**config.mk**
```make
export PLATFORM = sky130hd
export DESIGN_NAME = virtual_irq_list_register_manager
export DESIGN_NICKNAME = d
export VERILOG_FILES = /design/src/rtl/core/vilrm_pkg.sv /design/src/rtl/core/virtual_irq_list_register_manager.sv
export SDC_FILE = /design/constraint.sdc
export NUM_CORES = 2
export LEC_CHECK = 0
export ABC_AREA = 1
export BUFFER_PORTS_ARGS = -buffer_cell sky130_fd_sc_hd__clkbuf_2
export CAP_MARGIN = 15
export CELL_PAD_IN_SITES_DETAIL_PLACEMENT = 0
export CELL_PAD_IN_SITES_GLOBAL_PLACEMENT = 2
export CORE_MARGIN = 4
export CORE_UTILIZATION = 43
export CTS_CLUSTER_SIZE = 8
export DETAILED_ROUTE_END_ITERATION = 8
export PLACE_DENSITY = 0.81
export SLEW_MARGIN = 20
export SYNTH_ARGS = -nofsm -noshare
export SYNTH_HDL_FRONTEND = slang
export SYNTH_SLANG_ARGS = --single-unit
```
**constraint.sdc**
```tcl
create_clock -name clock -period 7.8 [get_ports clock]
set_input_delay 1.17 -clock clock [delete_from_list [all_inputs] [get_ports clock]]
set_output_delay 1.17 -clock clock [all_outputs]
set_load 0.01 [all_outputs]
```
**src/rtl/core/vilrm_pkg.sv**
```systemverilog
`timescale 1ns / 1ps
package vilrm_pkg;

   localparam int SLOT_W          = 6;
   localparam int WORD_W          = 32;
   localparam int CNT_W           = 7;
   localparam int MASK_W          = 64;
   localparam int ID_W            = 10;
   localparam int PRIO_W          = 8;
   localparam int DEF_MAX_ENTRIES = 64;
   localparam logic [CNT_W-1:0] ENTRIES_RESET = 7'd4;

   typedef enum logic [1:0] {
      CMD_INJECT = 2'd0,
      CMD_CLEAR  = 2'd1,
      CMD_READ   = 2'd2,
      CMD_WRITE  = 2'd3
   } cmd_type;

   // Pack an inject descriptor: vid 9:0, phys/source 19:10, prio 27:23, state 29:28, hw 31.
   function automatic logic [WORD_W-1:0] pack_desc(
      input logic [ID_W-1:0]   vid,
      input logic [1:0]        st,
      input logic [PRIO_W-1:0] prio,
      input logic              hw,
      input logic [ID_W-1:0]   src,
      input logic              maint
   );
      logic [ID_W-1:0] phys;
      phys = hw ? src : {maint, 6'd0, src[2:0]};
      return {hw, 1'b0, st, prio[7:3], 3'd0, phys, vid};
   endfunction

endpackage

```
**src/rtl/core/virtual_irq_list_register_manager.sv**
```systemverilog
`timescale 1ns / 1ps
// Virtual interrupt list-entry manager. Holds up to MAX_ENTRIES 32-bit list
// entries in a one-port-write, one-port-read synchronous RAM; csr_entries_in_use
// sets how many are live (values above MAX_ENTRIES act as MAX_ENTRIES, zero
// leaves no entries). Commands: inject packs a descriptor and stores it in the
// preferred slot if free, else the lowest free slot, else answers busy; clear
// drops every live entry flagged in done_mask; read and write give raw access
// for context save and restore. An entry is free when its state bits 29:28 are
// zero. Every request beat yields exactly one response beat. The edge that
// takes a request beat also registers the RAM read; the update stage then
// applies the update and loads the response register. A new request beat is
// taken only once the previous one has left the update stage, and a response
// stalled by rsp_ready holds the update stage until it leaves. The response
// register lets the next request enter while a response waits. A per-entry
// valid bit cleared at reset makes the RAM read as zero until written, so no
// clearing pass is needed after reset. Write the count register only while
// idle.
module virtual_irq_list_register_manager
   import vilrm_pkg::*;
#(
   parameter int MAX_ENTRIES = DEF_MAX_ENTRIES
) (
   input  logic                clock,
   input  logic                reset,
   // request channel
   input  logic                req_valid,
   output logic                req_ready,
   input  logic [1:0]          req_command,
   input  logic [ID_W-1:0]     req_virtual_id,
   input  logic [SLOT_W-1:0]   req_slot_choice,
   input  logic [1:0]          req_irq_state,
   input  logic [PRIO_W-1:0]   req_priority_level,
   input  logic                req_hardware_linked,
   input  logic [ID_W-1:0]     req_source_id,
   input  logic                req_want_maintenance,
   input  logic [MASK_W-1:0]   req_done_mask,
   input  logic [WORD_W-1:0]   req_raw_word,
   // response channel
   output logic                rsp_valid,
   input  logic                rsp_ready,
   output logic                rsp_outcome,
   output logic [SLOT_W-1:0]   rsp_chosen_slot,
   output logic [WORD_W-1:0]   rsp_entry_word,
   // count register
   input  logic                csr_valid,
   output logic                csr_ready,
   input  logic [CNT_W-1:0]    csr_entries_in_use
);

   localparam int AW = (MAX_ENTRIES > 1) ? $clog2(MAX_ENTRIES) : 1;

   typedef enum logic [1:0] {
      ST_IDLE = 2'b01,
      ST_EXEC = 2'b10
   } state_type;

   // Entry RAM and per-entry flags.
   logic [WORD_W-1:0]      mem [MAX_ENTRIES];
   logic [MAX_ENTRIES-1:0] valid_ff, valid_in;   // entry written since reset/clear
   logic [MAX_ENTRIES-1:0] occ_ff, occ_in;       // state bits nonzero

   state_type              state_ff, state_in;
   logic [CNT_W-1:0]       count_ff, count_in;

   // Item held for the update cycle.
   cmd_type                cmd_ff;
   logic [SLOT_W-1:0]      slot_ff;
   logic [WORD_W-1:0]      word_ff;
   logic [MASK_W-1:0]      mask_ff;
   logic [WORD_W-1:0]      rd_data_ff;

   // Response register.
   logic                   rsp_valid_ff, rsp_valid_in;
   logic                   rsp_outcome_ff, rsp_outcome_in;
   logic [SLOT_W-1:0]      rsp_slot_ff, rsp_slot_in;
   logic [WORD_W-1:0]      rsp_word_ff, rsp_word_in;

   logic                   req_fire;
   logic                   exec_fire;
   logic [CNT_W-1:0]       n_live;
   logic [MAX_ENTRIES-1:0] live;
   logic [MAX_ENTRIES-1:0] free_vec;
   logic                   idx_live;
   logic                   pref_free;
   logic                   any_free;
   logic [SLOT_W-1:0]      low_free;
   logic [SLOT_W-1:0]      target;
   logic                   mem_we;
   logic [AW-1:0]          mem_addr;
   logic [WORD_W-1:0]      mem_wdata;

   assign req_ready = (state_ff == ST_IDLE);
   assign req_fire  = req_valid && req_ready;
   assign csr_ready = 1'b1;

   // Drain the update stage when the response register is empty or emptying.
   assign exec_fire = (state_ff == ST_EXEC) && (!rsp_valid_ff || rsp_ready);

   // Clamp the live count to the implemented depth.
   assign n_live = (count_ff > CNT_W'(MAX_ENTRIES)) ? CNT_W'(MAX_ENTRIES) : count_ff;

   always_comb begin
      for (int i = 0; i < MAX_ENTRIES; i++) begin
         live[i]     = (CNT_W'(i) < n_live);
         free_vec[i] = live[i] && !occ_ff[i];
      end
   end

   assign idx_live  = ({1'b0, slot_ff} < n_live);
   assign pref_free = idx_live && free_vec[slot_ff[AW-1:0]];
   assign any_free  = |free_vec;

   // Lowest free slot: scan from the top so the lowest index wins.
   always_comb begin
      low_free = '0;
      for (int i = MAX_ENTRIES - 1; i >= 0; i--) begin
         if (free_vec[i]) begin
            low_free = SLOT_W'(i);
         end
      end
   end

   assign target = pref_free ? slot_ff : low_free;

   // Update stage: modify flags, write the RAM, load the response register.
   always_comb begin
      state_in       = state_ff;
      valid_in       = valid_ff;
      occ_in         = occ_ff;
      mem_we         = 1'b0;
      mem_addr       = slot_ff[AW-1:0];
      mem_wdata      = word_ff;
      rsp_valid_in   = rsp_valid_ff && !rsp_ready;
      rsp_outcome_in = rsp_outcome_ff;
      rsp_slot_in    = rsp_slot_ff;
      rsp_word_in    = rsp_word_ff;

      unique case (state_ff)
         ST_IDLE: begin
            if (req_fire) begin
               state_in = ST_EXEC;
            end
         end
         ST_EXEC: begin
            if (exec_fire) begin
               state_in       = ST_IDLE;
               rsp_valid_in   = 1'b1;
               rsp_outcome_in = 1'b0;
               rsp_slot_in    = '0;
               rsp_word_in    = '0;
               unique case (cmd_ff)
                  CMD_INJECT: begin
                     rsp_word_in = word_ff;
                     if (pref_free || any_free) begin
                        mem_we                   = 1'b1;
                        mem_addr                 = target[AW-1:0];
                        valid_in[target[AW-1:0]] = 1'b1;
                        occ_in[target[AW-1:0]]   = (word_ff[29:28] != 2'd0);
                        rsp_slot_in              = target;
                     end else begin
                        rsp_outcome_in = 1'b1;
                     end
                  end
                  CMD_CLEAR: begin
                     // Drop flagged live entries; invalid entries read as zero.
                     for (int i = 0; i < MAX_ENTRIES; i++) begin
                        if (live[i] && mask_ff[i]) begin
                           valid_in[i] = 1'b0;
                           occ_in[i]   = 1'b0;
                        end
                     end
                  end
                  CMD_READ: begin
                     rsp_slot_in = slot_ff;
                     if (idx_live && valid_ff[slot_ff[AW-1:0]]) begin
                        rsp_word_in = rd_data_ff;
                     end
                  end
                  CMD_WRITE: begin
                     rsp_slot_in = slot_ff;
                     if (idx_live) begin
                        mem_we                    = 1'b1;
                        valid_in[slot_ff[AW-1:0]] = 1'b1;
                        occ_in[slot_ff[AW-1:0]]   = (word_ff[29:28] != 2'd0);
                        rsp_word_in               = word_ff;
                     end
                  end
                  default: begin
                     rsp_word_in = '0;
                  end
               endcase
            end
         end
         default: begin
            state_in = ST_IDLE;
         end
      endcase
   end

   assign count_in = csr_valid ? csr_entries_in_use : count_ff;

   // Control state.
   always_ff @(posedge clock) begin
      if (reset) begin
         state_ff     <= ST_IDLE;
         valid_ff     <= '0;
         occ_ff       <= '0;
         count_ff     <= ENTRIES_RESET;
         rsp_valid_ff <= 1'b0;
      end else begin
         state_ff     <= state_in;
         valid_ff     <= valid_in;
         occ_ff       <= occ_in;
         count_ff     <= count_in;
         rsp_valid_ff <= rsp_valid_in;
      end
   end

   // Capture the request beat; pack the descriptor on the way in.
   always_ff @(posedge clock) begin
      if (req_fire) begin
         cmd_ff  <= cmd_type'(req_command);
         slot_ff <= req_slot_choice;
         mask_ff <= req_done_mask;
         word_ff <= (cmd_type'(req_command) == CMD_WRITE) ? req_raw_word :
                    pack_desc(req_virtual_id, req_irq_state, req_priority_level,
                              req_hardware_linked, req_source_id, req_want_maintenance);
      end
   end

   // Entry RAM: read issued with the request beat, write from the update stage.
   always_ff @(posedge clock) begin
      if (req_fire) begin
         rd_data_ff <= mem[req_slot_choice[AW-1:0]];
      end
   end

   always_ff @(posedge clock) begin
      if (mem_we) begin
         mem[mem_addr] <= mem_wdata;
      end
   end

   // Response register payload.
   always_ff @(posedge clock) begin
      rsp_outcome_ff <= rsp_outcome_in;
      rsp_slot_ff    <= rsp_slot_in;
      rsp_word_ff    <= rsp_word_in;
   end

   assign rsp_valid       = rsp_valid_ff;
   assign rsp_outcome     = rsp_outcome_ff;
   assign rsp_chosen_slot = rsp_slot_ff;
   assign rsp_entry_word  = rsp_word_ff;

endmodule

```
; ---- After elaboration in Yosys (flattened, before gate mapping)
; Memories as Yosys holds them, arrays and structs flattened. A register that Yosys moved wholly into a read port is not among the register bits.
; Index checks and enable logic that the tools add are counted.
[classes]
reduce_logical = 274
magnitude_cmp = 70
bitwise = 2
n_mux = 170
eq_ne = 74
[ops]
columns = operator, count
row1 = 2-to-1 mux 6 bit, 70
row2 = one-hot mux 64 bit (3 select lines), 2
row3 = AND reduction 6 bit, 64
row4 = 2-to-1 mux 64 bit, 4
row5 = < comparator 6 x 7 -> 1 bit (first input constant), 32
row6 = logical AND 1 bit, 135
row7 = inequality test 2 bit (second input constant), 67
row8 = bitwise mux 64 bit, 2
row9 = OR 64 bit, 2
row10 = < comparator 5 x 7 -> 1 bit (first input constant), 16
row11 = 2-to-1 mux 32 bit, 3
row12 = one-hot mux 32 bit (3 select lines), 1
row13 = 2-to-1 mux 1 bit, 77
row14 = logical NOT 1 bit, 66
row15 = OR reduction 64 bit, 1
row16 = < comparator 4 x 7 -> 1 bit (first input constant), 8
row17 = < comparator 3 x 7 -> 1 bit (first input constant), 4
row18 = < comparator 1 x 7 -> 1 bit (first input constant), 2
row19 = < comparator 2 x 7 -> 1 bit (first input constant), 2
row20 = < comparator 6 x 7 -> 1 bit (second input constant), 2
row21 = binary-select mux 1 bit (select 6 bit), 2
row22 = demux 1 bit (select 6 bit), 2
row23 = greater-or-equal comparator 6 x 1 -> 1 bit (second input constant), 2
row24 = one-hot mux 6 bit (2 select lines), 1
row25 = 16 further kinds, 23
[totals]
elab_cells = 730
mem_count = 1
in_bits = 148
ramBits = 2048
register_bits = 281
output_inout_bits = 42
[mem_list]
columns = name, words, width, read_ports, rd_clocked_by_memory_dff, wr, line_no
row1 = mem, 64, 32, 1, 1, 1, virtual_irq_list_register_manager.sv:58  ; logic [WORD_W-1:0] mem [MAX_ENTRIES];

; ---- Depth between registers and ports, before layout
[depth]
ltp_word = 76
mapped_depth = 76
depth_no_buf = 74

; ---- Worst setup path before layout
; Ideal clock, no wire load.
[synth_timing]
kind = flip-flop to flip-flop
from = register count_ff[6]
to = memory mem[11][0], enable pin
period_less_slack_ns = 5.924
stages_incl_launch_ff = 73
required_time_ns = 7.379
t_arrival_ns = 5.503
n_path_buf = 1
setup_slack_ns = 1.876
cell_sequence = dfxtp_1 > buf_6 > inv_4 > nand3_1 > nand2_1 > nand3_2 > nand2_1 > nand2_1 > nand2_1 > nand2_1 > nand2_1 > nand2_1 > nand2_1 > nand2_1 > nand2_1 > nand2_1 > nand2_1 > nand2_1 > [37 not listed] > nand2_1 > nand2_1 > nand2_1 > nand2_1 > nand2_1 > nand2_1 > nand2_1 > nand2_1 > nand2_1 > nand2_1 > nand2_1 > nand2_1 > nand2_4 > nand2_8 > nand2_1 > nand2_1 > nand2_1 > nor2_1
[synth_between]
elab_chain_cells = 73
[synth_rtl]
columns = element, line_no
row1 = from (decl), virtual_irq_list_register_manager.sv:63  ; logic [CNT_W-1:0] count_ff, count_in;
row2 = from (signal assigned), virtual_irq_list_register_manager.sv:214  ; count_ff <= count_in;
row3 = greater-than comparator 7 bit, virtual_irq_list_register_manager.sv:100  ; assign n_live = (count_ff > CNT_W'(MAX_ENTRIES)) ? CNT_W'(MAX_ENTRIES) : count_ff;
row4 = 2-to-1 mux 7 bit *, virtual_irq_list_register_manager.sv:100
row5 = < comparator 6 x 7 -> 1 bit, virtual_irq_list_register_manager.sv:104  ; live[i] = (CNT_W'(i) < n_live);
row6 = logical AND 1 bit, virtual_irq_list_register_manager.sv:105  ; free_vec[i] = live[i] && !occ_ff[i];
row7 = 2-to-1 mux 6 bit (64 in a row), virtual_irq_list_register_manager.sv:117  ; if (free_vec[i]) begin
row8 = 2-to-1 mux 6 bit, virtual_irq_list_register_manager.sv:123  ; assign target = pref_free ? slot_ff : low_free;
row9 = 2-to-1 mux 6 bit, virtual_irq_list_register_manager.sv:154  ; if (pref_free || any_free) begin
row10 = 2-to-1 mux 6 bit, virtual_irq_list_register_manager.sv:151  ; unique case (cmd_ff)
row11 = 2-to-1 mux 6 bit, virtual_irq_list_register_manager.sv:145  ; if (exec_fire) begin
row12 = 2-to-1 mux 6 bit, virtual_irq_list_register_manager.sv:138  ; unique case (state_ff)
row13 = to (decl), virtual_irq_list_register_manager.sv:58
; Mark *: on every way between the ends. The rest lies on a longest branch, timed or not. The select of a mux whose other input is x is not followed.

; ---- Worst setup path in the final report
[layout_timing]
from = register count_ff[6]
to = memory mem[44][22], enable pin
; The elaborated chain is that of the path after synthesis.

==> impl_metrics.ini <==
[synth]
syn_avg_cell_area_um2 = 11.5
synthesis.nets = 8699
synth_xor_area_frac = 0
synth.largest_area_cell = edfxtp_1
ys_ff_latch = 2361
syn_inst = 8541
synthMuxAreaShare = 0.00241
yosysUniqueCellTypes = 55
yosysSeqAreaShare = 0.709
synth.top_cell.area_share = 0.681
synth_edf_count = 2223
ys_warn_count = 0
synth_area_um2 = 98100
synth_top_family_by_area = compound AO/OA/AOI/OAI gates
synth_compound_area_frac = 0.142
yosys-top-cells-area = edfxtp_1 (68%), o21ai_0 (7.5%), nor2_1 (6.6%)
synth-adder-area-share = 0.00128
ys_async_sr_fraction = 0
synthSimpleGateAreaFrac = 0.112
synth-main-ff-cell = edfxtp_1

[clock_network]
cts_resized = 0
clk_latency_ps = 970
cts_setup_buffers = 0
clockBufferDepth = 4
cts_root_buf = clkbuf_16
path_clk_slew_ps = 50
cts_max_level = 5
cts_made_buffers = 347
cts_hold_buf = 0
cts_num_sinks = 2361
cts_tree = built

[floorplanning]
die_h_um = 486
core_area_um2 = 227000
fp-row-count = 175
initial_core_util = 0.432
dieArea_um2 = 236000
ios = 190
die_x_um = 486

[global_routing]
grt_max_degree = 182
grt_use_total = 0.277
grt_pass1_vias = 66100
grt_pass1_wl_um = 478000
antenna_found_initial = 18
grt_remaining_overflow = 0

[placed_design]
place_inst = 11400
io_buffers = 185
gp_congestion = 0.940
place_ws_ps = 1100
dp_hpwl_um = 197000

[detailed_routing]
dr.pass1.iters = 8
drtIter0Drc = 8328
drc = 0
wire_per_inst_um = 28.4
vias_per_cell = 5.99
wl_um = 336000
num_vias = 71100
antenna_left = 0

[pwr]
peakVddDrop_v = 0.000170
leakagePower_uw = 0.0377
p_per_area_nw_per_um2 = 260

[sta]
slew_headroom = 0.158
max_freq_ghz = 0.146
worst_slew_pin_slew_ps = 1260
setup_viol = 0
hold_slack_ps = 440
finalSetupTns_ps = 0
fin_worst_skew_ps = 113
layout_setup_ws_ps = 969
rsz0062_at_grt = false
fin_crit_ps = 6830
fin_crit_sh = 0.876
final-max-slew-violation-count = 0
hold_violations = 0

[setup_path]
endpoint_kind = flop
crit_path_max_fanout = 17
critical_path_arrival_ps = 7460
worstRegToRegCells = 76
crit_start = count_ff[6]
rr_endpoint = mem[44][22]
worst-setup-path-type = reg -> reg
endpoint = mem[44][22]
max_stage_delay_ps = 340
cp-start-kind = flop
crit_top_cell = nand2_1
slowest_stage = buf_4
r2r_slack_ps = 970
cp.required_ps = 8420
reg2reg_from = count_ff[6]

[final_layout]
final_nets = 8937
syn_to_final_growth_pct = 15.8
drive_gt1_frac = 0.114
stdcell_count = 11900

[flow_run]
maxCapViolCount = 0

[hold_path]
hold_class = reg -> reg

[outcome]
outcome = finished, final reports clean
## power breakdown
| group | internal (uW) | total (uW) | switching (uW) |
|---|---|---|---|
| Clock | 7990 | 13100 | 5140 |
| Sequential | 14000 | 14100 | 52.4 |
| Combinational | 519 | 2370 | 1850 |
## per-stage QoR
stage / instance area [um^2] / power [uW] / utilization
global route: 114000 / 30400 / 0.500
detailed placement: 104000 / 16700 / 0.460
CTS: 114000 / 29700 / 0.500
global placement: 104000 / 16600 / 0.460
floorplan: 98100 / 15500 / -
finish: 114000 / 29600 / 0.500
## layout make-up
class	count	area [um^2]
Inverter	257	998
Timing Repair Buffer	472	4230
Fill cell	19800	113000
Antenna cell	8	20.0
Sequential cell	2361	69500
Tap cell	3009	3760
Multi-Input combinational cell	5340	25900
Clock inverter	11	126
Clock buffer	396	9030
## critical path, delay by kind of cell, from the launching register on
family / cells / cell delay [ps]
flip-flops: 1 / 300
AND/OR/NAND/NOR: 71 / 5180
buffers and inverters: 5 / 1080
## how the worst min path moves through the flow
| stage | endpoint | startpoint | cells after the start |
|---|---|---|---|
| 2_1_floorplan | valid_ff[47] | valid_ff[47] | 2 |
| 3_3_place_gp | valid_ff[47] | valid_ff[47] | 2 |
| 3_5_place_dp | valid_ff[47] | valid_ff[47] | 2 |
| 4_1_cts | mask_ff[52] | req_done_mask[52] | 1 |
| 5_1_grt | mask_ff[47] | req_done_mask[47] | 1 |
| 6_report | valid_ff[47] | valid_ff[47] | 2 |
## routing by layer
| layer | global-route usage | wire length [um] | vias up |
|---|---|---|---|
| li1 | - | - | 31500 |
| met1 | 0.383 | 138000 | 35600 |
| met2 | 0.435 | 155000 | 3358 |
| met3 | 0.0464 | 28000 | 667 |
| met4 | 0.115 | 15600 | 2 |
| met5 | 0 | 7 | - |
## kinds of logic (layout without fill, tap and decap cells)
group                    Yosys count  count (layout)
AO/OA/AOI/OAI                   2518            2518
adder cells (fa/ha/maj)           10              10
buffers and inverters            840            1136
flip-flops                      2361            2361
multiplexers                      21              21
other                              1               9
AND/OR/NAND/NOR                 2790            2790
## synth_stat cells (9+ instances only)
library cell	count
dfxtp_1	138
nand4_1	39
a221oi_1	11
nand3_2	30
o21ba_2	11
o22ai_1	685
buf_1	24
a31oi_1	13
nor3_1	43
nand2_1	835
clkbuf_1	545
o21ai_0	1465
nand3_1	105
a211oi_1	37
clkinv_1	9
ha_1	10
mux2_2	21
a21oi_1	207
o32ai_1	42
edfxtp_1	2223
inv_1	241
o211ai_1	10
nor2_1	1719
## cells in the final DEF (no fill, tap or decap), types with 39 or more instances in the layout
cell type	instances
inv_1	237
nand3_1	105
clkbuf_16	354
buf_4	199
nor2_4	69
clkbuf_2	180
a21oi_1	207
buf_12	89
nand2_1	833
o22ai_1	685
o21ai_0	1463
edfxtp_1	2223
nor2_1	1649
clkbuf_1	41
dfxtp_1	138
nor3_1	42
nand4_1	39
o32ai_1	40
## registers in the layout, indices dropped and copies added, names as in the netlist, 6 cells and up, named ones only
signal / flops
rsp_entry_word: 32
rsp_chosen_slot: 6
count_ff: 7
rd_data_ff: 32
mem: 2048
mem_wdata: 32
mask_ff: 64
slot_ff: 6
valid_ff: 64
Note: power is estimated with default switching activity, not from simulation.
